File: src/bpfl_pkg.sv
// Package for the buffer pool free list: field widths, command, status and
// register index codes. No dependencies.
package bpfl_pkg;

   localparam int CMD_W      = 2;
   localparam int INDEX_W    = 8;
   localparam int ADDR_W     = 33;
   localparam int CAP_W      = 21;
   localparam int BSIZE_W    = 21;
   localparam int NBUF_W     = 9;
   localparam int BASE_W     = 32;
   localparam int CSR_IDX_W  = 2;
   localparam int CSR_DATA_W = 32;

   typedef enum logic [CMD_W-1:0] {
      CMD_INIT    = 2'd0,
      CMD_ACQUIRE = 2'd1,
      CMD_RELEASE = 2'd2
   } cmd_type;

   typedef enum logic [1:0] {
      STATUS_OK     = 2'd0,
      STATUS_EMPTY  = 2'd1,
      STATUS_REJECT = 2'd2
   } status_type;

   localparam logic [CSR_IDX_W-1:0] CSR_BUFFER_SIZE  = 2'd0;
   localparam logic [CSR_IDX_W-1:0] CSR_NUM_BUFFERS  = 2'd1;
   localparam logic [CSR_IDX_W-1:0] CSR_BASE_ADDRESS = 2'd2;

   localparam logic [BSIZE_W-1:0] BSIZE_RESET = 21'd2048;
   localparam logic [NBUF_W-1:0]  NBUF_RESET  = 9'd256;

endpackage

File: src/bpfl_if.sv
// Request and response channel interfaces of the buffer pool free list.
// Depends on bpfl_pkg for field widths.
interface bpfl_req_if
   import bpfl_pkg::*;
   ();
   logic               valid;
   logic               ready;
   logic [CMD_W-1:0]   cmd;
   logic [INDEX_W-1:0] release_index;

   modport source (output valid, cmd, release_index, input ready);
   modport sink   (input valid, cmd, release_index, output ready);
endinterface

interface bpfl_rsp_if
   import bpfl_pkg::*;
   ();
   logic               valid;
   logic               ready;
   logic [1:0]         status;
   logic [INDEX_W-1:0] buffer_index;
   logic [ADDR_W-1:0]  buffer_address;
   logic [CAP_W-1:0]   buffer_capacity;

   modport source (output valid, status, buffer_index, buffer_address, buffer_capacity,
                   input ready);
   modport sink   (input valid, status, buffer_index, buffer_address, buffer_capacity,
                   output ready);
endinterface

File: src/buffer_pool_free_list_unit.sv
// Top level of the buffer pool free list allocator.
// Depends on bpfl_pkg and the channel interfaces in bpfl_if.sv.
//
//  channel   dir  word                                          handshake
//  req_chan  in   cmd, release_index                            valid/ready
//  rsp_chan  out  status, buffer_index, buffer_address, cap.    valid/ready
//  csr_*     in   csr_index, csr_write_data                     csr_write_enable
//
// One word is taken per cycle while the response side does not stall; each
// gives one response through the decision stage and the output register.
// The response path runs through the registered read port of the
// released-index queue memory, then the index-times-size multiply into the
// output register. Reset is synchronous; it empties the free list to its
// fresh state, so no clearing pass runs. A stalled response holds the output
// register and the decision stage; the request side keeps taking words while the decision stage can move.
module buffer_pool_free_list_unit
   import bpfl_pkg::*;
   #(
      parameter int MAX_BUFFERS = 256
   ) (
      input  logic                  clock,
      input  logic                  reset,
      bpfl_req_if.sink              req_chan,
      bpfl_rsp_if.source            rsp_chan,
      input  logic                  csr_write_enable,
      input  logic [CSR_IDX_W-1:0]  csr_index,
      input  logic [CSR_DATA_W-1:0] csr_write_data
   );

   // count width holds 0..MAX_BUFFERS, pointer width indexes the queue
   localparam int CNTW  = $clog2(MAX_BUFFERS + 1);
   localparam int PW    = (MAX_BUFFERS > 1) ? $clog2(MAX_BUFFERS) : 1;
   localparam int IDXW  = (CNTW > INDEX_W) ? CNTW : INDEX_W;
   localparam int MSBW  = $clog2(CNTW + 1);
   localparam int PRODW = IDXW + BSIZE_W;

   // configuration registers
   logic [BSIZE_W-1:0] buffer_size_ff;
   logic [NBUF_W-1:0]  num_buffers_ff;
   logic [BASE_W-1:0]  base_address_ff;

   always_ff @(posedge clock) begin
      if (reset) begin
         buffer_size_ff  <= BSIZE_RESET;
         num_buffers_ff  <= NBUF_RESET;
         base_address_ff <= '0;
      end else if (csr_write_enable) begin
         case (csr_index)
            CSR_BUFFER_SIZE:  buffer_size_ff  <= csr_write_data[BSIZE_W-1:0];
            CSR_NUM_BUFFERS:  num_buffers_ff  <= csr_write_data[NBUF_W-1:0];
            CSR_BASE_ADDRESS: base_address_ff <= csr_write_data[BASE_W-1:0];
            default: ;  // unused index: drop the write
         endcase
      end
   end

   // free list state
   logic [CNTW-1:0] fresh_count_ff,  fresh_count_in;
   logic [CNTW-1:0] queued_count_ff, queued_count_in;
   logic [PW-1:0]   rd_ptr_ff,       rd_ptr_in;
   logic [PW-1:0]   wr_ptr_ff,       wr_ptr_in;

   // released-index queue
   logic [INDEX_W-1:0] queue_mem [MAX_BUFFERS];
   logic [INDEX_W-1:0] mem_q_ff;

   // decision stage
   logic               s1_valid_ff;
   status_type         s1_status_ff,     s1_status_in;
   logic               s1_got_ff,        s1_got_in;
   logic               s1_from_queue_ff, s1_from_queue_in;
   logic [IDXW-1:0]    s1_fresh_idx_ff;

   // output register
   logic               out_valid_ff;
   status_type         out_status_ff,   out_status_in;
   logic [INDEX_W-1:0] out_index_ff,    out_index_in;
   logic [ADDR_W-1:0]  out_address_ff,  out_address_in;
   logic [CAP_W-1:0]   out_capacity_ff, out_capacity_in;

   logic s1_advance;
   logic accept;
   logic push;

   assign s1_advance     = s1_valid_ff && (!out_valid_ff || rsp_chan.ready);
   assign req_chan.ready = !s1_valid_ff || s1_advance;
   assign accept         = req_chan.valid && req_chan.ready;

   // effective pool size, clamped to 1..MAX_BUFFERS
   logic [CNTW-1:0] pool_n;
   always_comb begin
      if (num_buffers_ff == '0) begin
         pool_n = CNTW'(1);
      end else if (32'(num_buffers_ff) > 32'(MAX_BUFFERS)) begin
         pool_n = CNTW'(MAX_BUFFERS);
      end else begin
         pool_n = CNTW'(num_buffers_ff);
      end
   end

   // list capacity: next power of two at or above the pool size, 2..MAX_BUFFERS
   logic [CNTW-1:0] pool_nm1;
   logic [MSBW-1:0] nm1_len;
   logic [CNTW:0]   list_cap;
   always_comb begin
      pool_nm1 = pool_n - 1'b1;
      nm1_len  = '0;
      for (int i = 0; i < CNTW; i++) begin
         if (pool_nm1[i]) nm1_len = MSBW'(i + 1);
      end
      list_cap = (CNTW + 1)'(1) << nm1_len;
      if (list_cap < (CNTW + 1)'(2)) list_cap = (CNTW + 1)'(2);
      if (32'(list_cap) > 32'(MAX_BUFFERS)) list_cap = (CNTW + 1)'(MAX_BUFFERS);
   end

   logic [CNTW-1:0] fresh_left;
   logic [CNTW:0]   list_used;
   logic            fresh_avail;
   logic            release_bad;

   assign fresh_avail = fresh_count_ff < pool_n;
   assign fresh_left  = fresh_avail ? (pool_n - fresh_count_ff) : '0;
   assign list_used   = (CNTW + 1)'(fresh_left) + (CNTW + 1)'(queued_count_ff);
   assign release_bad = (32'(req_chan.release_index) >= 32'(pool_n))
                        || (list_used >= list_cap);

   function automatic logic [PW-1:0] ptr_next(input logic [PW-1:0] p);
      ptr_next = (32'(p) == 32'(MAX_BUFFERS - 1)) ? '0 : p + 1'b1;
   endfunction

   // decide the command against the current list state
   always_comb begin
      fresh_count_in   = fresh_count_ff;
      queued_count_in  = queued_count_ff;
      rd_ptr_in        = rd_ptr_ff;
      wr_ptr_in        = wr_ptr_ff;
      s1_status_in     = STATUS_OK;
      s1_got_in        = 1'b0;
      s1_from_queue_in = 1'b0;
      push             = 1'b0;
      case (req_chan.cmd)
         CMD_INIT: begin
            fresh_count_in  = '0;
            queued_count_in = '0;
            rd_ptr_in       = '0;
            wr_ptr_in       = '0;
         end
         CMD_ACQUIRE: begin
            if (fresh_avail) begin
               fresh_count_in = fresh_count_ff + 1'b1;
               s1_got_in      = 1'b1;
            end else if (queued_count_ff != '0) begin
               rd_ptr_in        = ptr_next(rd_ptr_ff);
               queued_count_in  = queued_count_ff - 1'b1;
               s1_got_in        = 1'b1;
               s1_from_queue_in = 1'b1;
            end else begin
               s1_status_in = STATUS_EMPTY;
            end
         end
         CMD_RELEASE: begin
            if (release_bad) begin
               s1_status_in = STATUS_REJECT;
            end else begin
               push            = 1'b1;
               wr_ptr_in       = ptr_next(wr_ptr_ff);
               queued_count_in = queued_count_ff + 1'b1;
            end
         end
         default: ;  // unused command: no state change, plain ok response
      endcase
   end

   always_ff @(posedge clock) begin
      if (reset) begin
         fresh_count_ff  <= '0;
         queued_count_ff <= '0;
         rd_ptr_ff       <= '0;
         wr_ptr_ff       <= '0;
         s1_valid_ff     <= 1'b0;
      end else begin
         if (accept) begin
            fresh_count_ff  <= fresh_count_in;
            queued_count_ff <= queued_count_in;
            rd_ptr_ff       <= rd_ptr_in;
            wr_ptr_ff       <= wr_ptr_in;
            s1_valid_ff     <= 1'b1;
         end else if (s1_advance) begin
            s1_valid_ff     <= 1'b0;
         end
      end
   end

   // decision payload; held while the output side stalls
   always_ff @(posedge clock) begin
      if (accept) begin
         s1_status_ff     <= s1_status_in;
         s1_got_ff        <= s1_got_in;
         s1_from_queue_ff <= s1_from_queue_in;
         s1_fresh_idx_ff  <= IDXW'(fresh_count_ff);
      end
   end

   // queue write port
   always_ff @(posedge clock) begin
      if (accept && push) begin
         queue_mem[wr_ptr_ff] <= req_chan.release_index;
      end
   end

   // queue read port, registered; only an acquire served from the queue reads
   always_ff @(posedge clock) begin
      if (accept && s1_from_queue_in) begin
         mem_q_ff <= queue_mem[rd_ptr_ff];
      end
   end

   // address: base plus index times size, modulo 2^33
   logic [IDXW-1:0]  grant_idx;
   logic [PRODW-1:0] grant_prod;

   assign grant_idx  = s1_from_queue_ff ? IDXW'(mem_q_ff) : s1_fresh_idx_ff;
   assign grant_prod = PRODW'(grant_idx) * PRODW'(buffer_size_ff);

   always_comb begin
      out_status_in   = s1_status_ff;
      out_index_in    = '0;
      out_address_in  = '0;
      out_capacity_in = '0;
      if (s1_got_ff) begin
         out_index_in    = grant_idx[INDEX_W-1:0];
         out_address_in  = ADDR_W'(base_address_ff) + ADDR_W'(grant_prod);
         out_capacity_in = CAP_W'(buffer_size_ff);
      end
   end

   always_ff @(posedge clock) begin
      if (reset) begin
         out_valid_ff <= 1'b0;
      end else if (s1_advance) begin
         out_valid_ff <= 1'b1;
      end else if (rsp_chan.ready) begin
         out_valid_ff <= 1'b0;
      end
   end

   always_ff @(posedge clock) begin
      if (s1_advance) begin
         out_status_ff   <= out_status_in;
         out_index_ff    <= out_index_in;
         out_address_ff  <= out_address_in;
         out_capacity_ff <= out_capacity_in;
      end
   end

   assign rsp_chan.valid           = out_valid_ff;
   assign rsp_chan.status          = out_status_ff;
   assign rsp_chan.buffer_index    = out_index_ff;
   assign rsp_chan.buffer_address  = out_address_ff;
   assign rsp_chan.buffer_capacity = out_capacity_ff;

   // the queued count never exceeds the queue depth, MAX_BUFFERS
   a_queued_bound: assert property (@(posedge clock) disable iff (reset)
      32'(queued_count_ff) <= 32'(MAX_BUFFERS))
      else $error("queued count above queue depth");

   // write pointer leads read pointer by the queued count
   a_ptr_count: assert property (@(posedge clock) disable iff (reset)
      32'(wr_ptr_ff) == ((32'(rd_ptr_ff) + 32'(queued_count_ff)) % MAX_BUFFERS))
      else $error("queue pointers and count disagree");

   // init empties the list back to its fresh state
   a_init_clears: assert property (@(posedge clock) disable iff (reset)
      accept && (req_chan.cmd == CMD_INIT)
      |=> (fresh_count_ff == '0) && (queued_count_ff == '0))
      else $error("init left list state behind");

   // an acquire served from the queue consumes exactly one entry
   a_pop_one: assert property (@(posedge clock) disable iff (reset)
      accept && s1_from_queue_in
      |=> queued_count_ff == $past(queued_count_ff) - 1'b1)
      else $error("queue pop miscounted");

   // a decision waiting on a stalled output holds its payload
   a_s1_hold: assert property (@(posedge clock) disable iff (reset)
      s1_valid_ff && !s1_advance
      |=> s1_valid_ff && $stable(s1_status_ff) && $stable(s1_got_ff)
          && $stable(s1_fresh_idx_ff))
      else $error("decision stage lost its word under stall");

endmodule
File: src/flat_wrapper.sv
// flat-port wrapper written by rule: the top's interface ports become plain ports
module buffer_pool_free_list_unit_flat import bpfl_pkg::*;
#(
      parameter int MAX_BUFFERS = 256
   )
  (clock, reset, csr_write_enable, csr_index, csr_write_data, req_chan_valid, req_chan_cmd, req_chan_release_index, req_chan_ready, rsp_chan_valid, rsp_chan_status, rsp_chan_buffer_index, rsp_chan_buffer_address, rsp_chan_buffer_capacity, rsp_chan_ready);
  bpfl_req_if req_chan_i ();
  bpfl_rsp_if rsp_chan_i ();
  input  logic clock;
  input  logic reset;
  input  logic csr_write_enable;
  input  logic [CSR_IDX_W-1:0] csr_index;
  input  logic [CSR_DATA_W-1:0] csr_write_data;
  input wire logic [$bits(req_chan_i.valid)-1:0] req_chan_valid;
  input wire logic [$bits(req_chan_i.cmd)-1:0] req_chan_cmd;
  input wire logic [$bits(req_chan_i.release_index)-1:0] req_chan_release_index;
  output wire logic [$bits(req_chan_i.ready)-1:0] req_chan_ready;
  output wire logic [$bits(rsp_chan_i.valid)-1:0] rsp_chan_valid;
  output wire logic [$bits(rsp_chan_i.status)-1:0] rsp_chan_status;
  output wire logic [$bits(rsp_chan_i.buffer_index)-1:0] rsp_chan_buffer_index;
  output wire logic [$bits(rsp_chan_i.buffer_address)-1:0] rsp_chan_buffer_address;
  output wire logic [$bits(rsp_chan_i.buffer_capacity)-1:0] rsp_chan_buffer_capacity;
  input wire logic [$bits(rsp_chan_i.ready)-1:0] rsp_chan_ready;
  assign req_chan_i.valid = req_chan_valid;
  assign req_chan_i.cmd = req_chan_cmd;
  assign req_chan_i.release_index = req_chan_release_index;
  assign req_chan_ready = req_chan_i.ready;
  assign rsp_chan_valid = rsp_chan_i.valid;
  assign rsp_chan_status = rsp_chan_i.status;
  assign rsp_chan_buffer_index = rsp_chan_i.buffer_index;
  assign rsp_chan_buffer_address = rsp_chan_i.buffer_address;
  assign rsp_chan_buffer_capacity = rsp_chan_i.buffer_capacity;
  assign rsp_chan_i.ready = rsp_chan_ready;
  buffer_pool_free_list_unit #(.MAX_BUFFERS(MAX_BUFFERS)) u_core (.clock(clock), .reset(reset), .req_chan(req_chan_i), .rsp_chan(rsp_chan_i), .csr_write_enable(csr_write_enable), .csr_index(csr_index), .csr_write_data(csr_write_data));
endmodule
File: config.mk
export PLATFORM = sky130hd
export DESIGN_NAME = buffer_pool_free_list_unit_flat
export DESIGN_NICKNAME = d
export VERILOG_FILES = /design/src/bpfl_pkg.sv /design/src/bpfl_if.sv /design/src/buffer_pool_free_list_unit.sv /design/src/flat_wrapper.sv
export SDC_FILE = /design/constraint.sdc
export NUM_CORES = 2
export LEC_CHECK = 0
export BUFFER_PORTS_ARGS = -buffer_cell sky130_fd_sc_hd__buf_2
export CAP_MARGIN = 20
export CORE_MARGIN = 4
export CORE_UTILIZATION = 55
export DETAILED_ROUTE_END_ITERATION = 8
export GPL_ROUTABILITY_DRIVEN = 0
export PLACE_DENSITY = 0.77
export SLEW_MARGIN = 30
export SYNTH_ARGS = -nofsm -noshare
export SYNTH_HDL_FRONTEND = slang
export SYNTH_SLANG_ARGS = --single-unit
File: constraint.sdc
create_clock -name clock -period 8.2 [get_ports clock]
set_input_delay 0.41 -clock clock [delete_from_list [all_inputs] [get_ports clock]]
set_output_delay 0.41 -clock clock [all_outputs]
set_load 0.01 [all_outputs]
# == Word level (Yosys, flattened, before mapping) ==
# Memories as Yosys holds them, arrays and structs flattened. A register that Yosys moved wholly into a read port is not among the register bits.
# Cells that the tools add are included.
# op_classes
add_sub_neg,9
mul,1
order_cmp,6
n_eq_ne,10
shifts,1
n_mux,44
reduce_logical,25
# op_table
cell,n
$mux W9,8
$mux W8,5
$add A32 B30 Y33,1
$pmux W8 S2,2
$mul A9 B21 Y30,1
$pmux W9 S3,1
$mux W10,2
$add A9 B1 Y9 const B,2
$pmux W9 S2,1
$sub A9 B1 Y9 const B,2
$add A8 B1 Y8 const B,2
$eq A8 B8 Y1 const B,2
$mux W1,14
$mux W3,4
$add A9 B9 Y10,1
$ge A10 B10 Y1,1
$gt A10 B9 Y1 const B,1
$lt A10 B2 Y1 const B,1
$shl A1 B4 Y10 const A,1
$ge A8 B9 Y1,1
$gt A9 B9 Y1 const B,1
$logic_not A9 Y1,1
$lt A9 B9 Y1,1
$reduce_bool A9 Y1,1
other kinds (18),39
# word_totals
ff_bits,175
mem_bits_rw,2048
inputBits,49
out_inout_bits,66
wordCells,114
memories,1
# mem_list
memory,words,word_bits,rd,rd_clocked_by_memory_dff,wr,line_no,source
u_core.queue_mem,256,8,1,1,1,buffer_pool_free_list_unit.sv:64,logic [INDEX_W-1:0] queue_mem [MAX_BUFFERS];

# == Logic depth before layout (Yosys ltp) ==
# depth
ltp_word,25
mapped_depth,31
ltp_nobuf,27

# == Least setup slack after synthesis ==
# OpenSTA, ideal clock, no wires.
# synth_timing
path_type,reg-to-reg
from,register u_core.num_buffers_ff[0]
to,memory u_core.queue_mem[10][0] (enable)
setup_ns,0.370
arrival_ns,6.587
t_required_ns,7.830
slack_ns,1.243
stages_incl_launch_ff,30
n_path_buf,3
period_less_slack_ns,6.957
path_cell_list,dfxtp_1 -> or4_1 -> or3_1 -> nor3_1 -> o21ai_0 -> ha_1 -> and4_1 -> nand3_1 -> and3_1 -> a21oi_2 -> clkbuf_1 -> nor2_1 -> ha_1 -> fa_1 -> a21o_1 -> a21oi_1 -> o21bai_1 -> a21oi_1 -> o21bai_1 -> a21oi_1 -> xnor2_1 -> ha_1 -> nand3_1 -> o221ai_1 -> a21oi_1 -> o311ai_1 -> or4_1 -> clkbuf_1 -> clkbuf_1 -> nor2_1
# synth_between
elab_chain_cells,25
word_cells_on_any_way,31
classes_between,add/sub (3); order compare (6); shift (1); mux (18); reduce/logical (3)
# synth_lines
element,line_no,source
start: declaration,buffer_pool_free_list_unit.sv:39,logic [NBUF_W-1:0] num_buffers_ff;
start signal: assignment,buffer_pool_free_list_unit.sv:50,CSR_NUM_BUFFERS: num_buffers_ff <= csr_write_data[NBUF_W-1:0];
$gt A9 B9 Y1,buffer_pool_free_list_unit.sv:94,end else if (32'(num_buffers_ff) > 32'(MAX_BUFFERS)) begin
$mux W9,buffer_pool_free_list_unit.sv:94,
$mux W9 (*),buffer_pool_free_list_unit.sv:92,if (num_buffers_ff == '0) begin
$sub A9 B1 Y9,buffer_pool_free_list_unit.sv:106,pool_nm1 = pool_n - 1'b1;
$mux W1,buffer_pool_free_list_unit.sv:109,if (pool_nm1[i]) nm1_len = MSBW'(i + 1);
$mux W2 (2 in series),buffer_pool_free_list_unit.sv:109,
$mux W3 (4 in series),buffer_pool_free_list_unit.sv:109,
$mux W4 (2 in series),buffer_pool_free_list_unit.sv:109,
[4 not listed],--,
$mux W10,buffer_pool_free_list_unit.sv:113,if (32'(list_cap) > 32'(MAX_BUFFERS)) list_cap = (CNTW + 1)'(MAX_BUFFERS);
$ge A10 B10 Y1,buffer_pool_free_list_unit.sv:125,|| (list_used >= list_cap);
$logic_or A1 B1 Y1 (*),buffer_pool_free_list_unit.sv:125,
$mux W1 (*),buffer_pool_free_list_unit.sv:162,if (release_bad) begin
$mux W1 (*),buffer_pool_free_list_unit.sv:141,case (req_chan.cmd)
$logic_and A1 B1 Y1 (*),buffer_pool_free_list_unit.sv:206,if (accept && push) begin
$mux W1 (*),buffer_pool_free_list_unit.sv:206,
$mux W1 (not written as such) (*),buffer_pool_free_list_unit.sv:207,queue_mem[wr_ptr_ff] <= req_chan.release_index;
end: declaration,buffer_pool_free_list_unit.sv:64,
# Mark *: on every way between the ends. The rest lies on a longest branch, timed or not.

# == Worst setup path in the final report ==
# layout_timing
from,register u_core.num_buffers_ff[0]
to,memory u_core.queue_mem[109][2] (enable)
# Same word-level chain as after synthesis.

==> out/metrics.csv <==
stage,metric,value,unit
run_status,status,"finished, violations left",
run_status,failing checks,DRC,
timing,Tightest Pin Transition,1.103,ns
min_path,Worst Hold End,u_core.queue_mem[61][4]$_DFFE_PP_,
floorplanning,Ports,115,
global_route,GRT overflow,0,
cts,CTS buffer count,212,
global_route,total track usage,0.2698,
critical_path,Worst Path Required,8.68,ns
detailed_routing,TritonRoute pass-1 iters,8,
final_layout,post-route insts no fill,7807,
timing,RSZ-0062 raised after global routing,true,
critical_path,Critical path buffers and inverters,2,
detailed_routing,DR vias/cell,6.504,
cts,Clock Latency Late Sink,0.87,ns
critical_path,CP Launch Point,u_core.num_buffers_ff[0]$_SDFFE_PP0P_,
timing,Final Hold Viols,0,
critical_path,Worst Setup Path Type,flop to flop,
timing,Fmax achieved,0.1299,GHz
floorplanning,CORE AREA,171700,µm²
detailed_routing,DRC viols,2,
detailed_routing,post-detailed-route count of antenna-violating nets,0,
critical_path,reg2reg setup slack,0.50,ns
logic_synthesis,Post-synth EDFFs,2133,
floorplanning,Initial Util,0.5530,
final_layout,# fillers,11427,
timing,setup TNS,0,ns
job,max cap viols,0,
critical_path,RR Startpoint,u_core.num_buffers_ff[0]$_SDFFE_PP0P_,
detailed_routing,1st-iter DRT viols,7097,
critical_path,stages on the worst setup path,28,
global_route,largest net degree at the start of global routing,174,
power,static leakage power,33.48,nW
global_route,initial antenna violation count,12,
critical_path,Crit Path Max Fanout,32,
floorplanning,DIE AREA,179400,µm²
timing,final worst setup slack,0.5003,ns
final_layout,Final nets,5639,
logic_synthesis,largest cells by area after synthesis,"edfxtp_1 67%, mux4_2 15%, fa_1 3.4%",
cts,TritonCTS Sinks,2231,
global_route,first-pass GRT wire length,354700,µm
min_path,hold path depth,1,
cts,"Clk pin slew, worst setup/hold paths",0.06,ns
logic_synthesis,register area share after synthesis,0.6951,
global_route,vias in the first global route,50600,
detailed_routing,routed len/inst,30.78,µm
cts,CTS H-tree lvls,4,
logic_synthesis,Synth top area share,0.6745,
critical_path,Worst path most repeated cell,a21oi_1,
logic_synthesis,dominant synthesized flop cell,edfxtp_1,
cts,Root Driver,clkbuf_16,
logic_synthesis,Post-Syn Nets,5483,
timing,worst clock skew,0.04261,ns
final_layout,layout cell share with drive strength beyond 1,0.2197,
placed_design,post-DP HPWL,144400,µm
cts,clk buf depth,3,
cts,CTS tree,done,
timing,Final Cycle Share,0.9390,
cts,buffer count from post-CTS setup fixing,0,
placed_design,Placement Setup Slack,0.4105,ns
logic_synthesis,Syn Inst Count,5153,
floorplanning,Die Height,423.5,µm
placed_design,port bufs,114,
logic_synthesis,"area leader, netlist",edfxtp_1,
critical_path,critical path's largest stage delay,0.61,ns
logic_synthesis,Avg Synthesized Cell Area,18.43,µm²
critical_path,Worst path top cell family by delay,simple AND/OR/NAND/NOR gates,
logic_synthesis,#FFs+latches synth,2231,
power,power per cell area,223.0,nW/µm²
min_path,Hold Path Class,input port to flop,
critical_path,CP startpoint kind,flop,
final_layout,Multi-input gate area,26950,µm²
floorplanning,die width,423.5,µm
timing,Worst slew margin,0.2643,
timing,min cycle time layout,7.700,ns
logic_synthesis,synth warn,0,
critical_path,critical path arrival,8.18,ns
logic_synthesis,asr flop ratio synth,0,
critical_path,FF-to-FF End,u_core.queue_mem[109][2]$_DFFE_PP_,
floorplanning,Rows,152,
detailed_routing,Final Routed Wirelength,240300,µm
detailed_routing,routed vias,50775,
logic_synthesis,Synth Cell Area,94960,µm²
timing,final-report max-slew violation count,0,
power,VDD IR-drop max,0.1995,mV
final_layout,area growth from synthesis to layout,11.35,%
timing,setup violators final,0,
min_path,hold path startpoint,req_chan_release_index[4],
critical_path,"Slowest-stage cell, CP",nor2_1,
placed_design,dpl cells,7366,
critical_path,crit path capture type,flop,
final_layout,sequential cell area,66030,µm²
critical_path,Reg2Reg Depth,28,
logic_synthesis,synth unique cells,76,
[per-layer routing]
| layer | share of wire | vias to the layer above | track usage |
|---|---|---|---|
| met1 | 0.37 | 26135 | 0.3801 |
| met3 | 0.11 | 530 | 0.06051 |
| met5 | 0.00042 | - | 0 |
| met2 | 0.47 | 3595 | 0.4186 |
| met4 | 0.043 | 16 | 0.1031 |
| li1 | - | 20499 | - |
[logic make-up after synthesis]
group	count (synthesis)	synth area share
buf+inv	494	0.02206
compound gates	359	0.02410
mux	679	0.1536
other cells	1	0.00003949
fa+ha+maj	281	0.04991
simple gates	1062	0.05088
xor+xnor	46	0.004243
flops	2231	0.6951
[layout by cell type, fill, tap and decap left out, drive strengths merged, types with 21 or more instances in the layout]
cell	n
nand3	49
xnor2	32
edfxtp	2133
mux4	622
and2	79
nor2b	81
fa	163
buf	185
nand2	378
nand2b	30
clkinv	87
dlygate4sd3	38
clkbuf	253
ha	118
nor3	21
o21ai	61
a22oi	32
a21oi	129
inv	223
mux2i	49
nor2	336
a211oi	21
dfxtp	98
bufinv	31
[what timing repair did]
item | CTS | global route
endpoints found under the hold margin | 93 | 0
resized for setup | 0 | 14
hold buffers | 38 | 0
setup endpoints to repair | 0 | 464
[sequential cells by signal, summed over array words and instances (netlist names), 21 cells and up]
name                             count
u_core.base_address_ff              32
u_core.buffer_size_ff               21
u_core.queue_mem                  2048
u_core.rsp_chan.buffer_address      33
u_core.rsp_chan.buffer_capacity     21
[synthesized netlist by cell type, types with 30 or more instances]
cell and n:
a21oi_1 128, a22oi_1 32, and2_1 79, buf_2 57
clkbuf_1 178, dfxtp_1 98, edfxtp_1 2133, fa_1 163
ha_1 118, inv_1 204, mux2i_1 49, mux4_2 622
nand2_1 378, nand2b_1 30, nand3_1 49, nor2_1 336
nor2b_1 81, o21ai_0 59, xnor2_1 32
[report_power, final]
group	leakage [nW]	total, mW	switching [mW]	internal [mW]
Combinational	9.93	0.825	0.573	0.252
Clock	3.51	10.2	4.38	5.83
Sequential	20.0	12.5	0.0358	12.5
[final cells by class]
type	instances	share of cell area
diodes	2	0.00004733
clock inverters	155	0.01680
multi-input cells	2428	0.2549
flip-flops and latches	2231	0.6245
well taps	2310	0.02733
repair buffers	231	0.01723
inverters	205	0.007277
clock buffers	245	0.05194
[stage by stage]
| stage | area (µm²) | util | total power [mW] | hold WS (ns) |
|---|---|---|---|---|
| floorplan | 94960 | - | 13.19 | 0.4003 |
| global placement | 98020 | 0.5708 | 13.57 | 0.4084 |
| detailed placement | 98020 | 0.5708 | 13.59 | 0.4147 |
| CTS | 105700 | 0.6153 | 23.65 | 0.003520 |
| global route | 105700 | 0.6157 | 24.27 | 0.03365 |
| finish | 105700 | 0.6157 | 23.58 | 0.06021 |
[how the worst max path moves through the flow]
stage	endpoint	slack, ns
after floorplan	u_core.queue_mem[10][0]$_DFFE_PP_	1.24
after global placement	u_core.queue_mem[229][1]$_DFFE_PP_	0.51
after detailed placement	u_core.queue_mem[43][6]$_DFFE_PP_	0.41
after CTS	u_core.queue_mem[109][2]$_DFFE_PP_	0.36
after global routing	u_core.queue_mem[104][1]$_DFFE_PP_	-0.1
final	u_core.queue_mem[109][2]$_DFFE_PP_	0.50
(Power assumes the default switching activity.)
